$ cat config.mk
export PLATFORM = sky130hd
export DESIGN_NAME = learning_switch_forwarder_top
export DESIGN_NICKNAME = d
export VERILOG_FILES = /design/src/lsf_pkg.sv /design/src/lsf_pick.sv /design/src/learning_switch_forwarder_top.sv
export VERILOG_INCLUDE_DIRS = /design/src /design/src/src
export SDC_FILE = /design/constraint.sdc
export NUM_CORES = 1
export LEC_CHECK = 0
export BUFFER_PORTS_ARGS = -buffer_cell sky130_fd_sc_hd__buf_2
export CAP_MARGIN = 25
export CELL_PAD_IN_SITES_DETAIL_PLACEMENT = 0
export CELL_PAD_IN_SITES_GLOBAL_PLACEMENT = 1
export CORE_MARGIN = 1
export CORE_UTILIZATION = 51
export CTS_CLUSTER_SIZE = 12
export DETAILED_ROUTE_END_ITERATION = 6
export HOLD_SLACK_MARGIN = 0.08
export PLACE_DENSITY_LB_ADDON = 0.1
export REMOVE_ABC_BUFFERS = 1
export SLEW_MARGIN = 20
export SYNTH_ARGS = -nofsm -noshare
export SYNTH_HDL_FRONTEND = slang
export SYNTH_HIERARCHICAL = 1
export SYNTH_SLANG_ARGS = --single-unit
$ cat constraint.sdc
create_clock -name clk -period 12.1 [get_ports clk]
set_input_delay 0.605 -clock clk [delete_from_list [all_inputs] [get_ports clk]]
set_output_delay 0.605 -clock clk [all_outputs]
set_load 0.02 [all_outputs]
$ cat src/learning_switch_forwarder_top_defines.svh
// ----------------------------------------------------------------------------
// learning switch forwarder assertion macros
// concurrent checks that compile away when ASSERT_OFF is defined
// ----------------------------------------------------------------------------
`ifndef LEARNING_SWITCH_FORWARDER_TOP_DEFINES_SVH
`define LEARNING_SWITCH_FORWARDER_TOP_DEFINES_SVH

`ifndef ASSERT_OFF
`define LSF_ASSERT_IMPLY(lbl, ante, cons) \
  lbl: assert property (@(posedge clk) disable iff (rst) (ante) |-> (cons)) \
    else $error("lsf check failed: ante |-> cons");
`define LSF_ASSERT_NEXT(lbl, ante, cons) \
  lbl: assert property (@(posedge clk) disable iff (rst) (ante) |=> (cons)) \
    else $error("lsf check failed: ante |=> cons");
`else
`define LSF_ASSERT_IMPLY(lbl, ante, cons)
`define LSF_ASSERT_NEXT(lbl, ante, cons)
`endif

`endif

$ cat src/lsf_pkg.sv
// ----------------------------------------------------------------------------
// lsf_pkg
// request and result types, command codes and sequencer states
// ----------------------------------------------------------------------------
`timescale 1ns / 1ps

package lsf_pkg;

  localparam int MAX_RESULTS = 8;
  localparam int FIELD_ID_W  = 8;

  typedef enum logic [2:0] {
    CMD_CONNECT_SYSTEM = 3'd0,
    CMD_CONNECT_SWITCH = 3'd1,
    CMD_FRAME_SYSTEM   = 3'd2,
    CMD_FRAME_SWITCH   = 3'd3,
    CMD_ENABLE         = 3'd4
  } command_t;

  typedef enum logic [1:0] {
    S_IDLE,
    S_SCAN,
    S_EMIT
  } state_t;

  localparam logic [0:0] REG_OWN_SWITCH_ID = 1'b0;

  typedef struct packed {
    logic [2:0]            command;
    logic [3:0]            port_number;
    logic [FIELD_ID_W-1:0] node_id;
    logic [FIELD_ID_W-1:0] dest_id;
    logic [15:0]           payload_tag;
  } request_t;

  typedef struct packed {
    logic [2:0]            out_port;
    logic                  to_switch;
    logic [FIELD_ID_W-1:0] frame_dest;
    logic [15:0]           frame_tag;
    logic [FIELD_ID_W-1:0] sender_switch;
    logic                  last;
  } result_t;

endpackage

$ cat src/lsf_pick.sv
// ----------------------------------------------------------------------------
// lsf_pick
// picks the lowest pending flood port and returns the mask without it
// ----------------------------------------------------------------------------
`timescale 1ns / 1ps

module lsf_pick #(
  parameter int PORTS = 8
) (
  input  logic [PORTS-1:0]                          mask,
  output logic [(PORTS > 1 ? $clog2(PORTS) : 1)-1:0] idx,
  output logic [PORTS-1:0]                          rest
);

  localparam int PW = (PORTS > 1) ? $clog2(PORTS) : 1;

  logic [PORTS-1:0] low;

  assign low  = mask & (~mask + {{(PORTS-1){1'b0}}, 1'b1});
  assign rest = mask & ~low;

  // one-hot to binary
  always_comb begin
    idx = '0;
    for (int i = 0; i < PORTS; i++) begin
      if (low[i]) begin
        idx = idx | PW'(i);
      end
    end
  end

endmodule

$ cat src/learning_switch_forwarder_top.sv
// ----------------------------------------------------------------------------
// learning_switch_forwarder_top
// port table with learning, unicast lookup and flooding to connected peers
// ----------------------------------------------------------------------------
//  channel   signals                                   handshake
//  request   start, busy, request                      start && !busy
//  result    result_strobe, result                     one cycle, no stall
//  config    psel, penable, pwrite, paddr, pwdata,     psel && penable &&
//            prdata, pready                            pwrite, pready high
//
// connect and unknown commands are handled in idle, with no scan. frames and
// enables scan the peer and learned memories one port a cycle, then a frame
// gives one result a cycle: one for unicast, up to 8 for a flood.
// reset clears the per-port flags and the switch id, no clearing pass.
// busy is high from the scan until the last result is issued.
// ----------------------------------------------------------------------------
`timescale 1ns / 1ps
`include "learning_switch_forwarder_top_defines.svh"

module learning_switch_forwarder_top #(
  parameter int PORTS   = 8,
  parameter int ID_BITS = 8
) (
  input  logic              clk,
  input  logic              rst,
  input  logic              start,
  output logic              busy,
  input  lsf_pkg::request_t request,
  output logic              result_strobe,
  output lsf_pkg::result_t  result,
  input  logic              psel,
  input  logic              penable,
  input  logic              pwrite,
  input  logic [2:0]        paddr,
  input  logic [31:0]       pwdata,
  output logic [31:0]       prdata,
  output logic              pready
);

  import lsf_pkg::*;

  localparam int PW = (PORTS > 1) ? $clog2(PORTS) : 1;
  localparam int CW = $clog2(PORTS + 1);
  localparam int EW = $clog2(MAX_RESULTS);

  state_t state, state_next;

  logic [FIELD_ID_W-1:0] own_switch_id;

  logic [PORTS-1:0] peer_valid;
  logic [PORTS-1:0] peer_is_switch;
  logic [PORTS-1:0] learned_valid;
  logic [PORTS-1:0] port_enabled;

  logic [ID_BITS-1:0] peer_mem    [PORTS];
  logic [ID_BITS-1:0] learned_mem [PORTS];
  logic [ID_BITS-1:0] peer_rd;
  logic [ID_BITS-1:0] learned_rd;

  request_t         req_q;
  logic [CW-1:0]    cnt;
  logic             learn_done;
  logic             uni_found;
  logic [PW-1:0]    uni_idx;
  logic [PORTS-1:0] flood_mask;
  logic [EW-1:0]    emit_cnt;

  logic               accept;
  logic               is_connect;
  logic               port_ok;
  logic [PW-1:0]      conn_addr;
  logic [ID_BITS-1:0] node_key;
  logic [ID_BITS-1:0] dest_key;
  logic               from_switch;
  logic               is_enable;
  logic [PW-1:0]      raddr;
  logic [PW-1:0]      eidx;
  logic               scan_eval;
  logic               scan_end;
  logic               pv, ps, lv, en;
  logic               node_match;
  logic               learn_hit;
  logic               uni_hit;
  logic               flood_bit;
  logic               en_set;
  logic               cfg_write;

  logic [PW-1:0]    pick_idx;
  logic [PORTS-1:0] pick_rest;

  logic          emit_fire;
  logic [PW-1:0] emit_idx;
  logic          emit_sw;
  logic          emit_last;

  assign pready    = 1'b1;
  assign busy      = (state != S_IDLE);
  assign accept    = start && !busy;
  assign cfg_write = psel && penable && pwrite && pready;

  assign is_connect = (request.command == CMD_CONNECT_SYSTEM) ||
                      (request.command == CMD_CONNECT_SWITCH);
  assign port_ok    = (request.port_number != 4'd0) &&
                      (32'(request.port_number) <= PORTS);
  assign conn_addr  = PW'(request.port_number - 4'd1);

  assign node_key    = ID_BITS'(req_q.node_id);
  assign dest_key    = ID_BITS'(req_q.dest_id);
  assign from_switch = (req_q.command == CMD_FRAME_SWITCH);
  assign is_enable   = (req_q.command == CMD_ENABLE);

  // read address is one entry ahead of the evaluated entry, as the read is registered
  assign raddr     = PW'(cnt);
  assign eidx      = PW'(cnt - CW'(1));
  assign scan_eval = (state == S_SCAN) && (cnt != '0);
  assign scan_end  = (state == S_SCAN) && (cnt == CW'(PORTS));

  assign pv = peer_valid[eidx];
  assign ps = peer_is_switch[eidx];
  assign lv = learned_valid[eidx];
  assign en = port_enabled[eidx];

  assign node_match = (peer_rd == node_key);
  assign learn_hit  = scan_eval && !is_enable && !learn_done && pv && node_match &&
                      (ps == from_switch);
  // a learn at this entry is seen by the unicast check at once
  assign uni_hit    = scan_eval && !is_enable && !uni_found && !ps &&
                      (learn_hit ? (node_key == dest_key)
                                 : (lv && (learned_rd == dest_key)));
  assign flood_bit  = pv && (ps ? (en && !(from_switch && node_match)) : 1'b1);
  assign en_set     = scan_eval && is_enable && pv && ps && node_match;

  lsf_pick #(
    .PORTS(PORTS)
  ) u_pick (
    .mask(flood_mask),
    .idx (pick_idx),
    .rest(pick_rest)
  );

  always_comb begin
    state_next = state;
    unique case (state)
      S_IDLE: begin
        if (accept && ((request.command == CMD_FRAME_SYSTEM) ||
                       (request.command == CMD_FRAME_SWITCH) ||
                       (request.command == CMD_ENABLE))) begin
          state_next = S_SCAN;
        end
      end
      S_SCAN: begin
        if (scan_end) begin
          state_next = is_enable ? S_IDLE : S_EMIT;
        end
      end
      S_EMIT: begin
        if (uni_found || (flood_mask == '0) || emit_last) begin
          state_next = S_IDLE;
        end
      end
      default: state_next = S_IDLE;
    endcase
  end

  always_comb begin
    emit_fire = 1'b0;
    emit_idx  = pick_idx;
    emit_sw   = 1'b0;
    emit_last = 1'b0;
    if (state == S_EMIT) begin
      priority if (uni_found) begin
        emit_fire = 1'b1;
        emit_idx  = uni_idx;
        emit_last = 1'b1;
      end else if (flood_mask != '0) begin
        emit_fire = 1'b1;
        emit_sw   = peer_is_switch[pick_idx];
        emit_last = (pick_rest == '0) || (emit_cnt == EW'(MAX_RESULTS - 1));
      end
    end
  end

  always_ff @(posedge clk) begin
    if (rst) begin
      state <= S_IDLE;
    end else begin
      state <= state_next;
    end
  end

  always_ff @(posedge clk) begin
    if (cnt < CW'(PORTS)) begin
      peer_rd    <= peer_mem[raddr];
      learned_rd <= learned_mem[raddr];
    end
    if (accept && is_connect && port_ok) begin
      peer_mem[conn_addr] <= ID_BITS'(request.node_id);
    end
    if (learn_hit) begin
      learned_mem[eidx] <= node_key;
    end
  end

  always_ff @(posedge clk) begin
    if (rst) begin
      peer_valid     <= '0;
      peer_is_switch <= '0;
      learned_valid  <= '0;
      port_enabled   <= '0;
      own_switch_id  <= '0;
    end else begin
      if (cfg_write && (paddr[2] == REG_OWN_SWITCH_ID)) begin
        own_switch_id <= pwdata[FIELD_ID_W-1:0];
      end
      if (accept && is_connect && port_ok) begin
        peer_valid[conn_addr]     <= 1'b1;
        peer_is_switch[conn_addr] <= (request.command == CMD_CONNECT_SWITCH);
      end
      if (learn_hit) begin
        learned_valid[eidx] <= 1'b1;
      end
      if (en_set) begin
        port_enabled[eidx] <= 1'b1;
      end
      // flood path clears every enable
      if (scan_end && !is_enable && !uni_found && !uni_hit) begin
        port_enabled <= '0;
      end
    end
  end

  always_ff @(posedge clk) begin
    if (rst) begin
      cnt        <= '0;
      learn_done <= 1'b0;
      uni_found  <= 1'b0;
      emit_cnt   <= '0;
      flood_mask <= '0;
    end else begin
      if (accept) begin
        cnt        <= '0;
        learn_done <= 1'b0;
        uni_found  <= 1'b0;
        emit_cnt   <= '0;
        flood_mask <= '0;
      end else if (state == S_SCAN) begin
        cnt <= cnt + CW'(1);
        if (learn_hit) begin
          learn_done <= 1'b1;
        end
        if (uni_hit) begin
          uni_found <= 1'b1;
        end
        if (scan_eval && !is_enable) begin
          flood_mask[eidx] <= flood_bit;
        end
      end else if (emit_fire && !uni_found) begin
        flood_mask <= pick_rest;
        emit_cnt   <= emit_cnt + EW'(1);
      end
    end
  end

  always_ff @(posedge clk) begin
    if (accept) begin
      req_q <= request;
    end
    if (uni_hit) begin
      uni_idx <= eidx;
    end
  end

  always_ff @(posedge clk) begin
    if (rst) begin
      result_strobe <= 1'b0;
    end else begin
      result_strobe <= emit_fire;
    end
  end

  always_ff @(posedge clk) begin
    if (emit_fire) begin
      result.out_port      <= 3'(emit_idx);
      result.to_switch     <= emit_sw;
      result.frame_dest    <= req_q.dest_id;
      result.frame_tag     <= req_q.payload_tag;
      result.sender_switch <= emit_sw ? own_switch_id : '0;
      result.last          <= emit_last;
    end
  end

  always_comb begin
    prdata = '0;
    if (paddr[2] == REG_OWN_SWITCH_ID) begin
      prdata = 32'(own_switch_id);
    end
  end

  `LSF_ASSERT_IMPLY(a_strobe_after_emit, result_strobe, $past(state) == S_EMIT)
  `LSF_ASSERT_NEXT(a_unicast_single_last, (state == S_EMIT) && uni_found, result_strobe && result.last && (state == S_IDLE))
  `LSF_ASSERT_IMPLY(a_flood_enables_cleared, (state == S_EMIT) && !uni_found, port_enabled == '0)
  `LSF_ASSERT_IMPLY(a_busy_while_scanning, (state == S_SCAN) && (cnt != '0), busy && !emit_fire)

endmodule

==> reports/qor.tcl, run 1 <==
set qor(global_route.usage.met3_pct) 2.74
set qor(cts_setup_buffers) 0
set qor(worst-slew-pin-transition_ns) 1.04
set qor(min_to) {req_q[2]}
set qor(min_path_cells) 1
set qor(postSynth.asyncResetShare_pct) 0
set qor(wire_length_of_the_first_global_routing_pass_mm) 33.2
set qor(routed_via_density) 5.34
set qor(worst_skew_pair.late_latency_ns) 0.54
set qor(ant_nets) 0
set qor(cts.htree.levels) 1
set qor(numPlacedInstances) 1135
set qor(timing.critical_path.from_type) {register}
set qor(root_buffer_cell) {sky130_fd_sc_hd__clkbuf_16}
set qor(die_width_um) 151
set qor(grt_use_met1_pct) 26.0
set qor(global_route_congestion_overflow_total) 0
set qor(avgRoutedWirePerCell_um) 18.0
set qor(maximum_root_to_sink_buffer_count) 3
set qor(worst_hold_startpoint) {request[2]}
set qor(antennaDiodeCount) 0
set qor(grt_antenna_before_repair) 0
set qor(syn_to_final_growth_pct) 14.8
set qor(critical_path.endpoint_type) {register}
set qor(num-nets-final) 973
set qor(routed_wl_mm) 21.4
set qor(gpl.final_weighted_congestion) 0.815
set qor(clock.fmax_mhz) 205
set qor(cap_viol_max_count) 0
set qor(clock_sinks) 279
set qor(fin_worst_skew_ns) 0.0163
set qor(maxSlewHeadroom_pct) 29.9
set qor(synth_seq_area_share_pct) 68.8
set qor(worstPathArrival_ns) 5.03
set qor(finalWorstPathRequiredPeriod_ns) 4.88
set qor(number_of_drc_markers_after_the_initial_detailed_route_iteration) 312
set qor(worst-path-max-fanout) 53
set qor(synthCells) 778
set qor(grt_pass1_vias) 6318
set qor(rows) 54
set qor(cts_resized) 0
set qor(finalInstanceArea_um2) 13000
set qor(hold_buffers) 0
set qor(synth.ff_latch_count) 279
set qor(register_area_um2) 7780
set qor(grt_start_max_net_pins) 54
set qor(r2r-end) {learned_mem[7][0]}
set qor(numCtsBuffers) 30
set qor(final_layout_size_suffix_gt1_share_pct) 23.0
set qor(p_leak_nw) 4.61
set qor(timing.setup.tns_ns) 0
set qor(crit_required_ns) 12.26
set qor(synthDistinctLibCells) 51
set qor(use_met2_pct) 32.1
set qor(period_share_pct) 40.3
set qor(power_density_nw_per_um2) 155
set qor(rr_startpoint) {cnt[0]}
set qor(hp-class) {in -> reg}
set qor(commonest_cells_after_routing_fill_and_taps_aside) {219 x sky130_fd_sc_hd__edfxtp_1, 110 x sky130_fd_sc_hd__nand2_1, 100 x sky130_fd_sc_hd__buf_2, 59 x sky130_fd_sc_hd__dfxtp_1, 43 x sky130_fd_sc_hd__nor2_1}
set qor(multi_input_comb_area_um2) 3220
set qor(synth.avg_cell_area_um2) 14.5
set qor(commonest_register_cell_after_synthesis) {sky130_fd_sc_hd__edfxtp_1}
set qor(die_area_um2) 22800
set qor(rr_worst_depth) 8
set qor(run_status) {finished clean}
set qor(synth_edf_count) 219
set qor(netlist_area_um2) 11300
set qor(start_util_pct) 52.0
set qor(route.vias.total) 6340
set qor(coreArea_um2) 21800
set qor(hold_viol_final) 0
set qor(synthesis.yosys.warnings) 6
set qor(timing.reg2reg.setup_slack_ns) 7.22
set qor(finalSetupViolations) 0
set qor(busiest_layer) {met2}
set qor(setup.worst_path.class) {reg -> reg}
set qor(leading_cell_type_in_the_layout_fill_and_taps_excluded) {sky130_fd_sc_hd__edfxtp_1}
set qor(clk_pin_slew_worst_paths_ns) 0.06
set qor(drc) 0
set qor(clock_tree_from_tritoncts) {built}
set qor(grt_use_total_pct) 19.1
set qor(floorplan.io_pins) 152
set qor(final_max_slew_violation_count) 0
set qor(final_cells) 1188
set qor(die-height_um) 151
set qor(nFillCells) 1707
set qor(place.detailed.hpwl_mm) 14.6
set qor(buffer_ports.inserted) 100
set qor(grt_setup_unrepaired) {false}
set qor(place_area_um2) 12000
set qor(first_pass_iters) 5
set qor(worst_ir_drop_vdd_mv) 0.0939
==> per-layer routing <==
layer | share of wire (%) | routed length, µm | vias to the layer above
li1 | - | - | 3048
met1 | 45 | 9710 | 3100
met2 | 48 | 10400 | 160
met3 | 4.3 | 913 | 32
met4 | 2.1 | 447 | 0
met5 | 0 | 0 | -
==> power breakdown <==
part | switching (W) | internal (W)
logic | 0.0000463 | 0.0000250
registers | 0.0000104 | 0.00105
clock network | 0.000346 | 0.000539
==> registers in the layout, summed over array words and instances, names as in the netlist, 2 cells and up <==
name	count
peer_valid	8
req_q	19
peer_rd	8
node_key	8
state	2
result	37
learned_valid	8
peer_mem	64
peer_is_switch	8
cnt	4
emit_cnt	3
own_switch_id	8
learned_rd	8
port_enabled	8
flood_mask	8
learned_mem	64
uni_idx	3
dest_key	8
==> through the flow <==
| stage | utilization, % | hold slack, ns | power (W) | setup slack [ns] |
|---|---|---|---|---|
| global route | 59.6 | 0.224 | 0.00207 | 6.78 |
| floorplan | - | 0.400 | 0.00112 | 7.03 |
| global placement | 55.1 | 0.401 | 0.00115 | 7.20 |
| CTS | 59.6 | 0.224 | 0.00203 | 7.17 |
| finish | 59.6 | 0.241 | 0.00201 | 7.22 |
| detailed placement | 55.1 | 0.405 | 0.00115 | 7.18 |
==> worst max path at each step <==
stage / cells past startpoint / from / end / slack (ns)
after detailed placement: 8 / cnt[0] / learned_mem[5][4] / 7.18
after global routing: 8 / cnt[0] / learned_mem[4][5] / 6.78
final: 8 / cnt[0] / learned_mem[7][0] / 7.22
after global placement: 8 / cnt[0] / learned_mem[5][4] / 7.20
after CTS: 8 / cnt[0] / learned_mem[7][1] / 7.17
after floorplan: 7 / cnt[0] / learned_mem[0][0] / 7.03
==> final cells by class <==
type / instances / area share, %
multi-input combinational: 443 / 24.8
inverter: 25 / 0.723
clock inverter: 8 / 0.723
sequential: 279 / 60.0
tap: 280 / 2.70
clock buffer: 44 / 6.74
timing repair buffer: 109 / 4.35
==> synth_stat cells (all sizes together) (2+ instances only) <==
| cell type | instances | share of area (%) |
|---|---|---|
| nor2 | 44 | 1.5 |
| nor4 | 9 | 0.50 |
| clkinv | 2 | 0.066 |
| or3b | 2 | 0.15 |
| or3 | 4 | 0.22 |
| or4 | 3 | 0.23 |
| o21a | 15 | 1.0 |
| xor2 | 17 | 1.3 |
| mux2i | 17 | 1.5 |
| buf | 33 | 2.0 |
| nand3 | 7 | 0.31 |
| ha | 5 | 0.55 |
| or2 | 2 | 0.11 |
| a21oi | 26 | 1.2 |
| o21ai | 6 | 0.27 |
| nand2 | 110 | 3.7 |
| nand3b | 2 | 0.13 |
| dfxtp | 60 | 11 |
| nand4 | 6 | 0.33 |
| inv | 23 | 0.76 |
| o31ai | 2 | 0.13 |
| a211oi | 18 | 1.3 |
| mux2 | 4 | 0.40 |
| and2 | 12 | 0.69 |
| clkbuf | 21 | 0.70 |
| mux4 | 40 | 8.0 |
| nand2b | 2 | 0.11 |
| and3 | 3 | 0.17 |
| conb | 3 | 0.10 |
| nor2b | 16 | 0.89 |
| xnor2 | 15 | 1.2 |
| edfxtp | 219 | 58 |
| nor3 | 19 | 0.84 |
==> cells by family (layout without fill, tap and decap cells) <==
logic type,Yosys count,count (layout),share of synthesized area (%)
AOI/OAI and AO/OA,74,74,4.34
xor gates and xnor gates,32,32,2.55
adders and majority gates,5,5,0.553
buffers and inverters,79,186,3.56
DFF,279,279,68.8
muxes,61,61,9.87
other,3,26,0.0996
and+or+nand+nor,245,245,10.2
==> critical path, stage by stage (launching register included) <==
cell,delay [ns]
sky130_fd_sc_hd__dfxtp_2,0.31
sky130_fd_sc_hd__buf_4,0.68
sky130_fd_sc_hd__inv_1,0.37
sky130_fd_sc_hd__ha_1,0.76
sky130_fd_sc_hd__clkinv_1,0.46
sky130_fd_sc_hd__mux4_2,0.46
sky130_fd_sc_hd__xnor2_1,0.30
sky130_fd_sc_hd__nand3_1,0.32
sky130_fd_sc_hd__nor2_1,0.83
Power figures use the tool's default switching activity.
==> inputs of run 2 (changes only) <==
CORE_UTILIZATION = 43   (was 51)
clock period = 4.4 ns   (was 12.1 ns; I/O delays follow)
==> run 2 against run 1 <==
Compared with the run above: largest cell class unchanged; global-route usage fell by 1.4 points; wire length rose by 8.3%; utilization fell by 6.4 points; combinational power rose to 3.2 times the previous value.
==> reports/qor.tcl, run 2 (same netlist as run 1, synthesis figures left out) <==
set qor(run_status) {finished clean}
set qor(routed_wl_mm) 23.2
set qor(cts_resized) 0
set qor(timing.reg2reg.setup_slack_ns) 0.92
set qor(period_share_pct) 79.2
set qor(grt_setup_unrepaired) {false}
set qor(buffer_ports.inserted) 100
set qor(nFillCells) 2136
set qor(power_frac_clock_pct) 43.6
set qor(finalInstanceArea_um2) 13600
set qor(grt_use_total_pct) 17.7
set qor(setup.worst_path.class) {reg -> reg}
set qor(p_sw_w) 0.00113
set qor(final_layout_size_suffix_gt1_share_pct) 23.0
set qor(die_area_um2) 26900
set qor(number_of_drc_markers_after_the_initial_detailed_route_iteration) 383
set qor(maximum_root_to_sink_buffer_count) 3
set qor(whs_ns) 0.147
set qor(routed_via_density) 5.07
set qor(grt_antenna_before_repair) 0
set qor(reg_top3) {learned_mem: 64 flops, peer_mem: 64 flops, result: 37 flops}
set qor(share_seq_of_total_power_pct) 52.3
set qor(syn_to_final_growth_pct) 20.0
set qor(maxSlewHeadroom_pct) 30.6
set qor(commonest_cells_after_routing_fill_and_taps_aside) {219 x sky130_fd_sc_hd__edfxtp_1, 110 x sky130_fd_sc_hd__nand2_1, 100 x sky130_fd_sc_hd__buf_2, 59 x sky130_fd_sc_hd__dfxtp_1}
set qor(clk_pin_slew_worst_paths_ns) 0.06
set qor(rows) 58
set qor(die-height_um) 164
set qor(num-nets-final) 1028
set qor(finalWorstPathRequiredPeriod_ns) 3.48
set qor(place.detailed.hpwl_mm) 15.4
set qor(antennaDiodeCount) 0
set qor(place_area_um2) 12200
set qor(comb_power_share_pct) 4.2
set qor(first_pass_iters) 5
set qor(crit_required_ns) 4.78
set qor(floorplan.io_pins) 152
set qor(hold_viol_final) 0
set qor(clock.fmax_mhz) 287
set qor(finalSetupViolations) 0
set qor(clock_sinks) 279
set qor(wire_length_of_the_first_global_routing_pass_mm) 36.7
set qor(internal-power_w) 0.00443
set qor(numCtsBuffers) 30
set qor(swShare_pct) 20.3
set qor(power_density_nw_per_um2) 410
set qor(global_route_congestion_overflow_total) 0
set qor(timing.critical_path.from_type) {register}
set qor(finalCoreUtilization_pct) 53.3
set qor(hp-class) {in -> reg}
set qor(worst_ir_drop_vdd_mv) 0.333
set qor(avgRoutedWirePerCell_um) 17.9
set qor(leading_cell_type_in_the_layout_fill_and_taps_excluded) {sky130_fd_sc_hd__edfxtp_1}
set qor(coreArea_um2) 25500
set qor(power_w) 0.00556
set qor(clock_tree_from_tritoncts) {built}
set qor(fin_worst_skew_ns) 0.0129
set qor(gpl.final_weighted_congestion) 0.760
set qor(cts.htree.levels) 1
set qor(die_width_um) 164
set qor(worst_skew_pair.late_latency_ns) 0.54
set qor(route.vias.total) 6570
set qor(worstPathArrival_ns) 3.87
set qor(grt_pass1_vias) 6681
set qor(ant_nets) 0
set qor(worst-slew-pin-transition_ns) 1.03
set qor(final_max_slew_violation_count) 0
set qor(drc) 0
set qor(start_util_pct) 44.4
set qor(cap_viol_max_count) 0
set qor(p_leak_nw) 4.86
set qor(critical_path.endpoint_type) {register}
set qor(root_buffer_cell) {sky130_fd_sc_hd__clkbuf_16}
set qor(worst-path-max-fanout) 14
set qor(grt_start_max_net_pins) 53
==> run 2: routing by layer <==
layer | share of wire [%] | vias to the layer above | wire (µm) | global-route usage (%)
met2 | 47 | 165 | 11000 | 29.5
met5 | 0 | - | 0 | 0
li1 | - | 3152 | - | -
met3 | 4.6 | 34 | 1060 | 2.37
met4 | 1.8 | 0 | 412 | 4.08
met1 | 46 | 3219 | 10700 | 24.6
==> run 2: path summary, 6_finish.rpt <==
kind / end / cells after the start / from
setup / recovery: port_enabled[2] / 8 / cnt[0]
hold / removal: peer_valid[5] / 2 / rst
setup reg to reg: port_enabled[2] / 8 / cnt[0]
hold reg to reg: result[16] / 0 / req_q[7]
==> run 2: power by group through the flow <==
stage                     logic [W]  clock network, W  registers (W)
after floorplan            0.000116                 0        0.00296
after global placement     0.000198                 0        0.00296
after detailed placement   0.000202                 0        0.00296
after CTS                  0.000234           0.00249        0.00291
after global routing       0.000255           0.00258        0.00291
final                      0.000231           0.00242        0.00291
==> run 2: final cells by class <==
cell class | instances | area, µm² | share of cell area [%]
Multi-Input combinational cell | 443 | 3220 | 23.7
Tap cell | 330 | 413 | 3.04
Sequential cell | 279 | 7780 | 57.3
Clock buffer | 51 | 911 | 6.71
Timing Repair Buffer | 164 | 1100 | 8.09
Clock inverter | 5 | 56.3 | 0.415
Inverter | 25 | 93.8 | 0.692
==> run 2: through the flow <==
stage / setup TNS [ns] / std cells / setup slack [ns]
after floorplan: -53.67 / 747 / -0.666
after CTS: 0 / 1295 / 0.960
final: 0 / 1297 / 0.916
after global routing: 0 / 1297 / 0.651
after global placement: 0 / 1195 / 1.02
after detailed placement: 0 / 1196 / 0.975
==> run 2: critical path, stage by stage, from the launching register on <==
cell	delay [ns]
sky130_fd_sc_hd__dfxtp_2	0.32
sky130_fd_sc_hd__inv_1	0.13
sky130_fd_sc_hd__ha_1	0.67
sky130_fd_sc_hd__clkinv_1	0.44
sky130_fd_sc_hd__mux4_2	0.45
sky130_fd_sc_hd__xnor2_1	0.28
sky130_fd_sc_hd__and3_1	0.28
sky130_fd_sc_hd__mux2i_1	0.65
sky130_fd_sc_hd__a211oi_1	0.10
==> run 2: repair_timing <==
action | 4_1_cts | 5_1_grt
endpoints found under the hold margin | 107 | 0
hold buffers | 43 | 0
buffers inserted | 0 | 0
==> inputs of run 3 (changes only) <==
ABC_AREA = 1   (was default)
CORE_UTILIZATION = 46   (was 43)
clock period = 3.6 ns   (was 4.4 ns; I/O delays follow)
==> run 3 against run 2 <==
Compared with the run above: sequential power rose by 22%; maximum frequency rose by 29%; clock skew rose by 0.0040 ns; global-route usage rose by 1.6 points; largest cell class unchanged.
==> reports/qor.tcl, run 3 <==
set qor(run_status) {finished clean}
set qor(post-synth-top-area-fraction_pct) 56.6
set qor(period_share_pct) 74.9
set qor(floorplan.io_pins) 152
set qor(die-height_um) 161
set qor(worstPathArrival_ns) 2.93
set qor(place.detailed.hpwl_mm) 16.0
set qor(route.vias.total) 7805
set qor(ys_top_cells_by_count) {219 x sky130_fd_sc_hd__edfxtp_1, 217 x sky130_fd_sc_hd__nor2_1, 102 x sky130_fd_sc_hd__o21ai_0}
set qor(grt_setup_unrepaired) {false}
set qor(worst-path-max-fanout) 90
set qor(timing.critical_path.cells) {buf_4, nor2_1, o21ai_2, nand2_1, nand2_1, nand2_2, nor2_4, nand3_4, nand2_1, nand2_1, nor2_1}
set qor(cpMostUsedCell) {sky130_fd_sc_hd__nand2_1}
set qor(finalWorstPathRequiredPeriod_ns) 2.69
set qor(synthCells) 1068
set qor(maxSlewHeadroom_pct) 34.2
set qor(critical-path-top-delay-family) {simple AND/OR/NAND/NOR gates}
set qor(buffer_ports.inserted) 100
set qor(grt_use_total_pct) 19.3
set qor(synth_area_leaders) {sky130_fd_sc_hd__edfxtp_1 57%, sky130_fd_sc_hd__dfxtp_1 10%, sky130_fd_sc_hd__nor2_1 7.0%}
set qor(numPlacedInstances) 1471
set qor(leading_cell_type_in_the_layout_fill_and_taps_excluded) {sky130_fd_sc_hd__edfxtp_1}
set qor(global_route_congestion_overflow_total) 0
set qor(ant_nets) 0
set qor(num-nets-final) 1309
set qor(post_synth_top_area_cell) {sky130_fd_sc_hd__edfxtp_1}
set qor(routed_wl_mm) 24.8
set qor(first_pass_iters) 5
set qor(timing.setup.tns_ns) 0
set qor(final_cells) 1569
set qor(postSynth.asyncResetShare_pct) 0
set qor(timing.critical_path.from_type) {register}
set qor(commonest_cells_after_routing_fill_and_taps_aside) {219 x sky130_fd_sc_hd__edfxtp_1, 217 x sky130_fd_sc_hd__nor2_1, 102 x sky130_fd_sc_hd__o21ai_0, 100 x sky130_fd_sc_hd__buf_2, 97 x sky130_fd_sc_hd__nand2_1}
set qor(place_area_um2) 12400
set qor(wire_length_of_the_first_global_routing_pass_mm) 39.5
set qor(setup.worst_path.class) {reg -> reg}
set qor(reg_top3) {learned_mem: 64 flops, peer_mem: 64 flops, result: 37 flops}
set qor(critical_path.endpoint_type) {register}
set qor(avgRoutedWirePerCell_um) 15.8
set qor(cts_setup_buffers) 0
set qor(grt_antenna_before_repair) 0
set qor(cpMaxStageDelayCell) {sky130_fd_sc_hd__buf_4}
set qor(final_layout_size_suffix_gt1_share_pct) 16.6
set qor(crit_buf_inv) 1
set qor(fin_worst_skew_ns) 0.0169
set qor(worst-slew-pin-transition_ns) 0.987
set qor(clock_tree_from_tritoncts) {built}
set qor(die_width_um) 161
set qor(power_density_nw_per_um2) 498
set qor(worst_ir_drop_vdd_mv) 0.459
set qor(worst_skew_pair.late_latency_ns) 0.55
set qor(number_of_drc_markers_after_the_initial_detailed_route_iteration) 575
set qor(start_util_pct) 47.4
set qor(crit_required_ns) 3.84
set qor(rows) 57
set qor(numCtsBuffers) 30
set qor(grt_start_max_net_pins) 91
set qor(finalInstanceArea_um2) 13800
set qor(synthDistinctLibCells) 43
set qor(netlist_area_um2) 11600
set qor(clock_sinks) 279
set qor(cp_slowest_stage_delay_ns) 0.78
set qor(drc) 0
set qor(syn_to_final_growth_pct) 18.9
set qor(clock.fmax_mhz) 371
set qor(cap_viol_max_count) 0
set qor(whs_ns) 0.105
set qor(final_max_slew_violation_count) 0
set qor(clk_pin_slew_worst_paths_ns) 0.06
set qor(root_buffer_cell) {sky130_fd_sc_hd__clkbuf_16}
set qor(synthesis.yosys.warnings) 6
set qor(hold_viol_final) 0
set qor(coreArea_um2) 24500
set qor(commonest_register_cell_after_synthesis) {sky130_fd_sc_hd__edfxtp_1}
set qor(routed_via_density) 4.97
set qor(p_leak_nw) 5.33
set qor(synth_seq_area_share_pct) 66.9
set qor(gpl.final_weighted_congestion) 0.799
set qor(synth.ff_latch_count) 279
set qor(yosys.cell_count.top_type) {sky130_fd_sc_hd__edfxtp_1}
set qor(antennaDiodeCount) 0
set qor(synth_edf_count) 219
set qor(die_area_um2) 25900
set qor(grt_pass1_vias) 7343
set qor(maximum_root_to_sink_buffer_count) 3
set qor(synth.avg_cell_area_um2) 10.9
set qor(hp-class) {in -> reg}
set qor(finalSetupViolations) 0
set qor(cts.htree.levels) 1
run 3: cell types whose count changed after synthesis, moves of 12 or more:
cell	delta
sky130_fd_sc_hd__mux4_2	-40
sky130_fd_sc_hd__a31oi_1	+16
sky130_fd_sc_hd__o22ai_1	+19
sky130_fd_sc_hd__nor3_1	-18
sky130_fd_sc_hd__nor2_1	+174
sky130_fd_sc_hd__mux2i_1	-15
sky130_fd_sc_hd__inv_1	+57
sky130_fd_sc_hd__o21ai_0	+97
sky130_fd_sc_hd__a21oi_1	+38
sky130_fd_sc_hd__nand2_1	-12
sky130_fd_sc_hd__nor2b_1	-16
run 3: worst paths after layout:
| check | from | end | depth (start not counted) | slack (ns) |
|---|---|---|---|---|
| worst max-delay path | cnt[0] | uni_idx[1] | 11 | 0.91 |
| worst min-delay path | request[35] | peer_valid[4] | 6 | 0.10 |
| worst max register to register | cnt[0] | uni_idx[1] | 11 | 0.91 |
| worst min register to register | req_q[5] | result[14] | 0 | 0.42 |
run 3: through the flow:
step	total power (W)	utilization, %	setup WS (ns)
finish	0.00688	56.3	0.905
global route	0.00710	56.3	0.654
global placement	0.00390	50.6	0.905
floorplan	0.00379	-	-0.887
CTS	0.00695	56.3	0.879
detailed placement	0.00391	50.6	0.870
run 3: power breakdown:
group	total [W]	internal [W]	leakage (nW)	switching [W]
clock network	0.00300	0.00181	0.473	0.00119
logic	0.000325	0.000115	2.33	0.000210
registers	0.00355	0.00352	2.52	0.0000340
run 3: cell type report:
| cell class | count | area [µm²] |
|---|---|---|
| clock buffers | 46 | 882 |
| clock inverters | 7 | 87.6 |
| fillers | 2155 | 10700 |
| inverters | 86 | 325 |
| flip-flops and latches | 279 | 7780 |
| well taps | 324 | 405 |
| multi-input cells | 660 | 3230 |
| repair buffers | 167 | 1120 |
run 3: logic make-up after synthesis:
kind of cell / after synthesis / share of synthesized area [%]
and+or+nand+nor: 383 / 14.2
AOI/OAI and AO/OA: 223 / 10.4
xor gates and xnor gates: 19 / 1.43
adders and majority gates: 5 / 0.538
buffers and inverters: 152 / 6.11
other: 3 / 0.0968
DFF: 279 / 66.9
muxes: 4 / 0.366
run 3: layer usage:
metal	vias up	wire length (µm)	track usage (%)
met4	0	372	4.29
met5	-	0	0
met1	3623	12000	27.4
li1	3940	-	-
met2	208	11200	31.7
met3	34	1180	2.47
run 3: tightest hold or removal path: cells and delay by family:
kind	cells	cell delay [ns]
compound gates	1	0.06
xor+xnor	1	0.06
buf+inv	1	0.08
simple gates	3	0.22
run 3: repair_timing:
| item | 4_1_cts | 5_1_grt |
|---|---|---|
| hold endpoints to repair | 120 | 0 |
| gates resized for setup | 0 | 0 |
| hold buffers | 45 | 0 |
